==> src/design/nbt_pkg.sv <==
package nbt_pkg;

    localparam int TABLE_DEPTH = 16;
    localparam int CHANCE_BITS = 8;
    localparam int CLASS_COUNT = 4;
    localparam int ADDR_W      = 48;
    localparam int CHANCE_W    = 8;
    localparam int COUNT_W     = 5;
    localparam int IDX_W       = (TABLE_DEPTH > 1) ? $clog2(TABLE_DEPTH) : 1;
    localparam int CLS_W       = 2;
    localparam int PROD_W      = CHANCE_BITS + COUNT_W;

    localparam logic [CLS_W-1:0] CLS_FRAMES_ONLY = 2'd0;
    localparam logic [CLS_W-1:0] CLS_HOP_FRAMES  = 2'd1;
    localparam logic [CLS_W-1:0] CLS_HOP_ONLY    = 2'd2;
    localparam logic [CLS_W-1:0] CLS_REST        = 2'd3;

    typedef enum logic [1:0] {
        KIND_UPDATE = 2'd0,
        KIND_DELETE = 2'd1,
        KIND_SELECT = 2'd2,
        KIND_CLEAR  = 2'd3
    } kind_t;

    typedef enum logic [1:0] {
        STATUS_OK     = 2'd0,
        STATUS_FULL   = 2'd1,
        STATUS_ABSENT = 2'd2
    } status_t;

    typedef enum logic [2:0] {
        ST_IDLE,
        ST_FIND,
        ST_SHIFT,
        ST_COUNT,
        ST_PICK,
        ST_DONE
    } state_t;

    typedef struct packed {
        kind_t                kind;
        logic [ADDR_W-1:0]    node_address;
        logic                 next_hop_flag;
        logic                 frames_flag;
        logic [CHANCE_W-1:0]  chance;
    } in_beat_t;

    typedef struct packed {
        logic [ADDR_W-1:0]    picked_address;
        logic                 is_broadcast;
        status_t              status;
        logic [COUNT_W-1:0]   entry_count;
    } out_beat_t;

    typedef struct packed {
        logic [ADDR_W-1:0]    address;
        logic                 next_hop;
        logic                 frames;
    } entry_t;

    typedef struct packed {
        logic                 rd_en;
        logic [IDX_W-1:0]     rd_addr;
        logic                 wr_en;
        logic [IDX_W-1:0]     wr_addr;
        entry_t               wr_data;
    } mem_req_t;

    typedef struct packed {
        logic                 valid;
        out_beat_t            beat;
    } res_t;

    function automatic logic [CLS_W-1:0] class_of(entry_t e);
        logic [CLS_W-1:0] cls;
        case ({e.next_hop, e.frames})
            2'b01:   cls = CLS_FRAMES_ONLY;
            2'b11:   cls = CLS_HOP_FRAMES;
            2'b10:   cls = CLS_HOP_ONLY;
            default: cls = CLS_REST;
        endcase
        return cls;
    endfunction

endpackage

==> src/design/neighbor_table_priority_select_unit.sv <==
// Neighbor table with priority select.
// Input channel item/item_valid/item_stall carries one command beat: update or
// insert, delete, select or clear. Output channel result/result_valid/
// result_stall returns exactly one beat per command, in command order.
// The table lives in a single-port-read, single-port-write synchronous RAM
// with a registered read port; each command is run by a sequencer that
// streams entries out of it one per cycle.
// Steps per command, with n valid entries: clear only resets the count; update
// searches up to n entries (less on an early match); delete searches, then
// shifts the later entries down; select runs a counting pass over all entries,
// then a picking pass that stops at the chosen entry.
// One command is in work at a time; item_stall is high from accept until the
// result beat moves into the output register. The next command is taken while
// that output beat still waits on result_stall.
// Reset empties the table and the output register; entry contents are not
// cleared. A stalled result holds until taken, and a finished command waits
// inside the block while the output register is full and stalled.
module neighbor_table_priority_select_unit (
    input  logic               clk,
    input  logic               rst_n,
    input  logic               item_valid,
    output logic               item_stall,
    input  nbt_pkg::in_beat_t  item,
    output logic               result_valid,
    input  logic               result_stall,
    output nbt_pkg::out_beat_t result
);
    import nbt_pkg::*;

    mem_req_t  mem_req;
    entry_t    rd_data;
    res_t      res;
    logic      take;
    logic      out_valid_reg, out_valid_next;
    out_beat_t out_reg, out_next;

    nbt_mem u_mem (
        .clk     (clk),
        .req     (mem_req),
        .rd_data (rd_data)
    );

    nbt_ctrl u_ctrl (
        .clk        (clk),
        .rst_n      (rst_n),
        .item_valid (item_valid),
        .item_stall (item_stall),
        .item       (item),
        .take       (take),
        .res        (res),
        .mem_req    (mem_req),
        .rd_data    (rd_data)
    );

    assign take = res.valid && (!out_valid_reg || !result_stall);

    always_comb
    begin
        out_valid_next = out_valid_reg;
        out_next       = out_reg;
        if (take)
        begin
            out_valid_next = 1'b1;
            out_next       = res.beat;
        end
        else if (!result_stall)
        begin
            out_valid_next = 1'b0;
        end
    end

    always_ff @(posedge clk or negedge rst_n)
    begin
        if (!rst_n)
        begin
            out_valid_reg <= 1'b0;
        end
        else
        begin
            out_valid_reg <= out_valid_next;
        end
    end

    always_ff @(posedge clk)
    begin
        out_reg <= out_next;
    end

    assign result_valid = out_valid_reg;
    assign result       = out_reg;

endmodule

==> src/design/nbt_mem.sv <==
module nbt_mem (
    input  logic              clk,
    input  nbt_pkg::mem_req_t req,
    output nbt_pkg::entry_t   rd_data
);
    import nbt_pkg::*;

    entry_t mem_reg [TABLE_DEPTH];
    entry_t rd_data_reg;

    always_ff @(posedge clk)
    begin
        if (req.wr_en)
        begin
            mem_reg[req.wr_addr] <= req.wr_data;
        end
    end

    always_ff @(posedge clk)
    begin
        if (req.rd_en)
        begin
            rd_data_reg <= mem_reg[req.rd_addr];
        end
    end

    assign rd_data = rd_data_reg;

endmodule

==> src/design/nbt_ctrl.sv <==
module nbt_ctrl (
    input  logic              clk,
    input  logic              rst_n,
    input  logic              item_valid,
    output logic              item_stall,
    input  nbt_pkg::in_beat_t item,
    input  logic              take,
    output nbt_pkg::res_t     res,
    output nbt_pkg::mem_req_t mem_req,
    input  nbt_pkg::entry_t   rd_data
);
    import nbt_pkg::*;

    state_t               state_reg, state_next;
    in_beat_t             cmd_reg, cmd_next;
    logic [COUNT_W-1:0]   count_reg, count_next;
    logic [COUNT_W-1:0]   issue_reg, issue_next;
    logic                 dv_reg, dv_next;
    logic [COUNT_W-1:0]   didx_reg, didx_next;
    logic [COUNT_W-1:0]   cnt_reg [CLASS_COUNT];
    logic [COUNT_W-1:0]   cnt_next [CLASS_COUNT];
    logic [CLS_W-1:0]     sel_cls_reg, sel_cls_next;
    logic [COUNT_W-1:0]   target_reg, target_next;
    logic [COUNT_W-1:0]   seen_reg, seen_next;
    logic [ADDR_W-1:0]    picked_reg, picked_next;
    logic                 bcast_reg, bcast_next;
    status_t              status_reg, status_next;

    logic                 accept;
    logic                 issue_more;
    logic                 scan_end;
    logic                 hit;
    logic [CLS_W-1:0]     rd_cls;
    logic                 pick_hit;
    logic                 any_cls;
    logic [CLS_W-1:0]     first_cls;
    logic [COUNT_W-1:0]   first_n;
    logic [PROD_W-1:0]    product;
    logic [COUNT_W-1:0]   didx_m1;

    assign accept     = item_valid && !item_stall;
    assign item_stall = (state_reg != ST_IDLE);
    assign issue_more = (issue_reg < count_reg);
    assign scan_end   = !dv_reg && !issue_more;
    assign hit        = dv_reg && (rd_data.address == cmd_reg.node_address);
    assign rd_cls     = class_of(rd_data);
    assign pick_hit   = dv_reg && (rd_cls == sel_cls_reg) && (seen_reg == target_reg);
    assign didx_m1    = didx_reg - COUNT_W'(1);
    assign product    = PROD_W'(cmd_reg.chance[CHANCE_BITS-1:0]) * PROD_W'(first_n);

    always_comb
    begin
        any_cls   = 1'b0;
        first_cls = CLS_REST;
        first_n   = '0;
        for (int i = CLASS_COUNT - 1; i >= 0; i--)
        begin
            if (cnt_reg[i] != '0)
            begin
                any_cls   = 1'b1;
                first_cls = CLS_W'(i);
                first_n   = cnt_reg[i];
            end
        end
    end

    always_comb
    begin
        state_next = state_reg;
        case (state_reg)
            ST_IDLE:
            begin
                if (accept)
                begin
                    case (item.kind)
                        KIND_UPDATE: state_next = ST_FIND;
                        KIND_DELETE: state_next = ST_FIND;
                        KIND_SELECT: state_next = ST_COUNT;
                        default:     state_next = ST_DONE;
                    endcase
                end
            end
            ST_FIND:
            begin
                if (hit)
                begin
                    state_next = (cmd_reg.kind == KIND_DELETE) ? ST_SHIFT : ST_DONE;
                end
                else if (scan_end)
                begin
                    state_next = ST_DONE;
                end
            end
            ST_SHIFT:
            begin
                if (scan_end)
                begin
                    state_next = ST_DONE;
                end
            end
            ST_COUNT:
            begin
                if (scan_end)
                begin
                    state_next = any_cls ? ST_PICK : ST_DONE;
                end
            end
            ST_PICK:
            begin
                if (pick_hit || scan_end)
                begin
                    state_next = ST_DONE;
                end
            end
            ST_DONE:
            begin
                if (take)
                begin
                    state_next = ST_IDLE;
                end
            end
            default: state_next = ST_IDLE;
        endcase
    end

    always_comb
    begin
        cmd_next     = cmd_reg;
        count_next   = count_reg;
        issue_next   = issue_reg;
        dv_next      = 1'b0;
        didx_next    = issue_reg;
        cnt_next     = cnt_reg;
        sel_cls_next = sel_cls_reg;
        target_next  = target_reg;
        seen_next    = seen_reg;
        picked_next  = picked_reg;
        bcast_next   = bcast_reg;
        status_next  = status_reg;

        mem_req.rd_en   = 1'b0;
        mem_req.rd_addr = issue_reg[IDX_W-1:0];
        mem_req.wr_en   = 1'b0;
        mem_req.wr_addr = didx_reg[IDX_W-1:0];
        mem_req.wr_data = rd_data;

        if ((state_reg == ST_FIND || state_reg == ST_SHIFT || state_reg == ST_COUNT
             || state_reg == ST_PICK) && issue_more)
        begin
            mem_req.rd_en = 1'b1;
            issue_next    = issue_reg + COUNT_W'(1);
            dv_next       = 1'b1;
        end

        case (state_reg)
            ST_IDLE:
            begin
                if (accept)
                begin
                    cmd_next    = item;
                    issue_next  = '0;
                    seen_next   = '0;
                    picked_next = '0;
                    bcast_next  = 1'b0;
                    status_next = STATUS_OK;
                    for (int i = 0; i < CLASS_COUNT; i++)
                    begin
                        cnt_next[i] = '0;
                    end
                    if (item.kind == KIND_CLEAR)
                    begin
                        count_next = '0;
                    end
                end
            end
            ST_FIND:
            begin
                if (hit)
                begin
                    if (cmd_reg.kind == KIND_DELETE)
                    begin
                        issue_next = didx_reg + COUNT_W'(1);
                        dv_next    = 1'b0;
                    end
                    else
                    begin
                        mem_req.wr_en   = 1'b1;
                        mem_req.wr_data = '{cmd_reg.node_address, cmd_reg.next_hop_flag,
                                            cmd_reg.frames_flag};
                    end
                end
                else if (scan_end)
                begin
                    if (cmd_reg.kind == KIND_DELETE)
                    begin
                        status_next = STATUS_ABSENT;
                    end
                    else if (count_reg < COUNT_W'(TABLE_DEPTH))
                    begin
                        mem_req.wr_en   = 1'b1;
                        mem_req.wr_addr = count_reg[IDX_W-1:0];
                        mem_req.wr_data = '{cmd_reg.node_address, cmd_reg.next_hop_flag,
                                            cmd_reg.frames_flag};
                        count_next      = count_reg + COUNT_W'(1);
                    end
                    else
                    begin
                        status_next = STATUS_FULL;
                    end
                end
            end
            ST_SHIFT:
            begin
                if (dv_reg)
                begin
                    mem_req.wr_en   = 1'b1;
                    mem_req.wr_addr = didx_m1[IDX_W-1:0];
                end
                if (scan_end)
                begin
                    count_next = count_reg - COUNT_W'(1);
                end
            end
            ST_COUNT:
            begin
                if (dv_reg)
                begin
                    cnt_next[rd_cls] = cnt_reg[rd_cls] + COUNT_W'(1);
                end
                if (scan_end)
                begin
                    if (any_cls)
                    begin
                        sel_cls_next = first_cls;
                        target_next  = product[PROD_W-1:CHANCE_BITS];
                        issue_next   = '0;
                    end
                    else
                    begin
                        picked_next = '1;
                        bcast_next  = 1'b1;
                    end
                end
            end
            ST_PICK:
            begin
                if (dv_reg && rd_cls == sel_cls_reg)
                begin
                    if (seen_reg == target_reg)
                    begin
                        picked_next = rd_data.address;
                    end
                    else
                    begin
                        seen_next = seen_reg + COUNT_W'(1);
                    end
                end
            end
            default:
            begin
            end
        endcase
    end

    always_comb
    begin
        res.valid               = (state_reg == ST_DONE);
        res.beat.picked_address = picked_reg;
        res.beat.is_broadcast   = bcast_reg;
        res.beat.status         = status_reg;
        res.beat.entry_count    = count_reg;
    end

    always_ff @(posedge clk or negedge rst_n)
    begin
        if (!rst_n)
        begin
            state_reg <= ST_IDLE;
            count_reg <= '0;
            dv_reg    <= 1'b0;
            issue_reg <= '0;
        end
        else
        begin
            state_reg <= state_next;
            count_reg <= count_next;
            dv_reg    <= dv_next;
            issue_reg <= issue_next;
        end
    end

    always_ff @(posedge clk)
    begin
        cmd_reg     <= cmd_next;
        didx_reg    <= didx_next;
        cnt_reg     <= cnt_next;
        sel_cls_reg <= sel_cls_next;
        target_reg  <= target_next;
        seen_reg    <= seen_next;
        picked_reg  <= picked_next;
        bcast_reg   <= bcast_next;
        status_reg  <= status_next;
    end

endmodule
==> config.mk <==
export PLATFORM = sky130hd
export DESIGN_NAME = neighbor_table_priority_select_unit
export DESIGN_NICKNAME = d
export VERILOG_FILES = /design/src/design/nbt_pkg.sv /design/src/design/neighbor_table_priority_select_unit.sv /design/src/design/nbt_mem.sv /design/src/design/nbt_ctrl.sv
export SDC_FILE = /design/constraint.sdc
export NUM_CORES = 1
export LEC_CHECK = 0
export ABC_CLOCK_PERIOD_IN_PS = 8000
export BUFFER_PORTS_ARGS = -buffer_cell sky130_fd_sc_hd__buf_2
export CORE_UTILIZATION = 62
export DETAILED_ROUTE_END_ITERATION = 6
export PLACE_DENSITY_LB_ADDON = 0.25
export SLEW_MARGIN = 20
export SYNTH_ARGS = -nofsm -noshare
export SYNTH_HDL_FRONTEND = slang
export SYNTH_SLANG_ARGS = --single-unit
export TNS_END_PERCENT = 5
==> constraint.sdc <==
create_clock -name clk -period 8 [get_ports clk]
set_clock_uncertainty 0.05 [all_clocks]
set_input_delay 0.8 -clock clk [delete_from_list [all_inputs] [get_ports clk]]
set_output_delay 0.8 -clock clk [all_outputs]
set_load 0.03 [all_outputs]
==> impl_table.tex <==
\begin{tabular}{lr}
\hline
Metric & Value \\
\hline
\multicolumn{2}{l}{\textbf{Yosys}} \\
\quad Flops \& latches, synth & between 1000 and 1500 \\
\quad Simple-gate portion of the synthesized area & 0.0376 \\
\quad Sequential element share of the synthesized area & 0.742 \\
\quad Top cell type's share of synthesized area & 0.731 \\
\quad Total number of yosys warnings & 0 \\
\quad Most instantiated library cell after synthesis & sky130\_fd\_sc\_hd\_\_edfxtp\_1 \\
\quad Fraction of synthesized cell area in xor and xnor cells & 0.0155 \\
\quad Mean area per synthesized cell & 17.7 sq um \\
\quad Area share of fa/ha/maj cells after synthesis & 0.0188 \\
\quad Synth Instances & 2436 \\
\quad Predominant post-synthesis flop cell & sky130\_fd\_sc\_hd\_\_edfxtp\_1 \\
\quad Number of enable flip-flop cells after synthesis & about 1000 \\
\quad Main combinational cell family by area after synthesis & multiplexers \\
\quad Mux cell area share after synthesis & 0.117 \\
\quad Post-synth cell types & between 60 and 70 \\
\quad Synth async-reset ratio & 0.0140 \\
\quad Top cells by count, synth & sky130\_fd\_sc\_hd\_\_edfxtp\_1, sky130\_fd\_sc\_hd\_\_nand2\_1, sky130\_fd\_sc\_hd\_\_mux2i\_1, sky130\_fd\_sc\_hd\_\_o21ai\_0, sky130\_fd\_sc\_hd\_\_mux4\_2 \\
\quad Largest cells by area after synthesis & sky130\_fd\_sc\_hd\_\_edfxtp\_1, sky130\_fd\_sc\_hd\_\_mux4\_2, sky130\_fd\_sc\_hd\_\_mux2i\_1 \\
\quad Post-Syn Nets & between 2000 and 3000 \\
\quad Cell area after technology mapping & roughly 43000 sq um \\
\quad Fraction of the mapped netlist area in compound gates & 0.0543 \\
\quad Cell accounting for the most synthesized area & sky130\_fd\_sc\_hd\_\_edfxtp\_1 \\
\multicolumn{2}{l}{\textbf{Route}} \\
\quad Via total after detailed routing & approximately 23000 \\
\quad DR pass1 iterations & 6 \\
\quad DR iter-0 viols & around 2800 \\
\quad Detailed-route vias per instance & 6.49 \\
\quad Final ANT Viol Nets & 0 \\
\quad DRC Markers & 0 \\
\quad Drt wl/cell & roughly 28 um \\
\quad Sum of routed wire length over all layers & 101000 um \\
\multicolumn{2}{l}{\textbf{Timing}} \\
\quad Worst setup margin & 2.69 ns \\
\quad Share of the clock period used by the worst path & 0.663 \\
\quad Highest attainable clock frequency & 0.188 GHz \\
\quad Slew headroom & 0.181 \\
\quad Unrepaired setup endpoints after global routing & false \\
\quad Actual transition at the worst max-transition pin & approximately 1.2 ns \\
\quad Final min period & roughly 5.3 ns \\
\quad Final Hold Viols & 0 \\
\quad Final Max Slew Viols & 0 \\
\quad Post-route worst hold slack & around 0.26 ns \\
\quad Setup-failing EPs final & 0 \\
\quad Aggregate negative setup slack & 0 ns \\
\multicolumn{2}{l}{\textbf{Flow run}} \\
\quad MaxCap Viol Count & 0 \\
\multicolumn{2}{l}{\textbf{Finish}} \\
\quad P\&R area growth vs syn & 12.0\% \\
\quad Number of nets in the finished design & $\sim$2700 \\
\quad Largest register FFs & 800 \\
\quad Fill count & around 4300 \\
\quad Inserted Diodes & 0 \\
\quad Ratio of cells with drive above 1 in the final layout & 0.190 \\
\quad Utilization after layout & 0.702 \\
\multicolumn{2}{l}{\textbf{Worst setup path}} \\
\quad Worst Path Required & approximately 8.3 ns \\
\quad Startpoint types & flip-flop \\
\quad Worst reg2reg path depth & 10 \\
\quad Critical Path End Type & flip-flop \\
\quad Worst setup path class & flip-flop to flip-flop \\
\quad Arrival time reported for the critical path endpoint & approximately 5.6 ns \\
\quad Critical path peak fanout & 22 \\
\multicolumn{2}{l}{\textbf{Global route}} \\
\quad Total global routing track utilization & 0.294 \\
\quad Initial antenna violation count & 1 \\
\quad Vias in the first global route & 23400 \\
\quad Residual overflow from global routing & 0 \\
\quad Largest net degree at the start of global routing & 122 \\
\quad Wire length of the first global-routing pass & $\sim$150000 um \\
\multicolumn{2}{l}{\textbf{CTS}} \\
\quad TritonCTS clock tree & built \\
\quad Gates resized, CTS repair & 0 \\
\quad Clock-pin slew on the worst setup and hold paths & $\sim$0.060 ns \\
\quad Hold-fix buffers at CTS & 1 \\
\quad Number of H-tree levels & 3 \\
\quad Clk root buf & sky130\_fd\_sc\_hd\_\_clkbuf\_16 \\
\quad CTS Buf Count & $\sim$100 \\
\quad Sink Count & between 1000 and 1500 \\
\quad Post-CTS setup buffers & 0 \\
\quad Clk\_lat worst skew & approximately 0.67 ns \\
\quad Number of buffers between clock root and the deepest sink & 3 \\
\multicolumn{2}{l}{\textbf{Floorplan}} \\
\quad Starting density of the core & 0.627 \\
\quad CORE AREA & just under 70000 sq um \\
\quad Die Area & $\sim$70000 sq um \\
\quad Die width & 266 um \\
\quad Top Ports & 122 \\
\quad \# rows & 96 \\
\quad Die span in y & around 270 um \\
\multicolumn{2}{l}{\textbf{Power}} \\
\quad Fraction of power spent switching nets & 0.338 \\
\quad Relative contribution of the clock network to total power & 0.245 \\
\quad Power per standard cell area & 402 nW/um\^{}2 \\
\quad Internal power contribution & between 10 and 15 mW \\
\quad Leakage dissipation & 16.2 nW \\
\quad Sequential share of power & 0.455 \\
\quad Maximum vdd ir drop & between 0.0003 and 0.0004 V \\
\quad Switch Pwr & 6.55 mW \\
\quad Combinational share of power & 0.300 \\
\quad Total power draw & just under 20 mW \\
\multicolumn{2}{l}{\textbf{Place}} \\
\quad Half-perimeter wire length after placement & roughly 56000 um \\
\quad Placement-stage worst setup slack & $\sim$2.8 ns \\
\quad \# port buffers & between 100 and 150 \\
\quad Placer's final routability congestion estimate & 0.879 \\
\multicolumn{2}{l}{\textbf{Status}} \\
\quad Run status & finished, final reports clean \\
\multicolumn{2}{l}{\textbf{Hold path}} \\
\quad Worst hold path stage count & 1 \\
\quad Class of the tightest hold or removal check & primary input to flip-flop \\
\hline
\end{tabular}
worst paths after layout:
| check | from | end | slack [ns] |
|---|---|---|---|
| min in group asynchronous | rst_n | u_ctrl.didx_next[0] | 0.54 |
| max in group asynchronous | rst_n | u_ctrl.didx_next[1] | 7.06 |
| worst min-delay path | item[40] | u_ctrl.cmd_reg[40] | 0.26 |
| worst min register to register | u_ctrl.picked_reg[27] | result[35] | 0.36 |
| worst max-delay path | u_mem.rd_data[42] | u_mem.mem_reg[6][23] | 2.69 |
| worst max register to register | u_mem.rd_data[42] | u_mem.mem_reg[6][23] | 2.69 |
metal layers:
metal  vias to the layer above  global-route usage  share of wire
li1                       9962                   -              -
met1                     12000               0.420           0.39
met2                      1299               0.474           0.49
met3                       172              0.0443          0.091
met4                         0              0.0917          0.024
met5                         -                   0              0
power groups by stage:
stage,combinational (mW),sequential (mW),clock (mW)
CTS,5.81,8.79,4.79
floorplan,3.79,8.87,0
finish,5.82,8.80,4.74
global placement,5.62,8.86,0
global route,6.27,8.88,5.01
detailed placement,5.78,8.90,0
placed cells by master (no fill, tap or decap), drive strengths merged, types with 70 or more instances in the layout:
cell    count
edfxtp   1049
buf       163
nand2     175
mux2i     154
mux4      105
nor2       70
o21ai     116
clkbuf    126
mux2      101
a21oi      73
metrics by stage:
step,std cells,area [sq um]
2_1_floorplan,2436,43100
3_3_place_gp,3416,44900
3_5_place_dp,3416,44900
4_1_cts,3607,48200
5_1_grt,3607,48200
6_report,3607,48200
final cells by class:
| class | count | area, sq um | area share |
|---|---|---|---|
| flip-flops and latches | 1069 | 32000 | 0.663 |
| inverters | 44 | 166 | 0.00345 |
| clock buffers | 126 | 2710 | 0.0561 |
| clock inverters | 64 | 569 | 0.0118 |
| multi-input cells | 1209 | 10700 | 0.221 |
| repair buffers | 164 | 968 | 0.0201 |
| well taps | 931 | 1160 | 0.0242 |
logic make-up (layout without fill, tap and decap cells):
family | count (synthesis) | count (layout)
AO/OA/AOI/OAI | 360 | 360
XOR/XNOR | 76 | 76
adder cells (fa/ha/maj) | 54 | 54
buffers and inverters | 158 | 398
flip-flops | 1069 | 1069
multiplexers | 360 | 360
AND/OR/NAND/NOR | 359 | 359
worst max-delay path: stages (launching register included):
cell	delay [ns]
sky130_fd_sc_hd__edfxtp_1	0.43
sky130_fd_sc_hd__xor2_1	0.18
sky130_fd_sc_hd__nor4_1	0.88
sky130_fd_sc_hd__nand4_1	0.14
sky130_fd_sc_hd__or4_1	0.71
sky130_fd_sc_hd__nor2_1	0.27
sky130_fd_sc_hd__o21ai_4	0.32
sky130_fd_sc_hd__buf_4	0.41
sky130_fd_sc_hd__a211o_1	0.40
sky130_fd_sc_hd__nor2_4	0.67
sky130_fd_sc_hd__buf_4	0.44
Note: power is estimated with default switching activity, not from simulation.
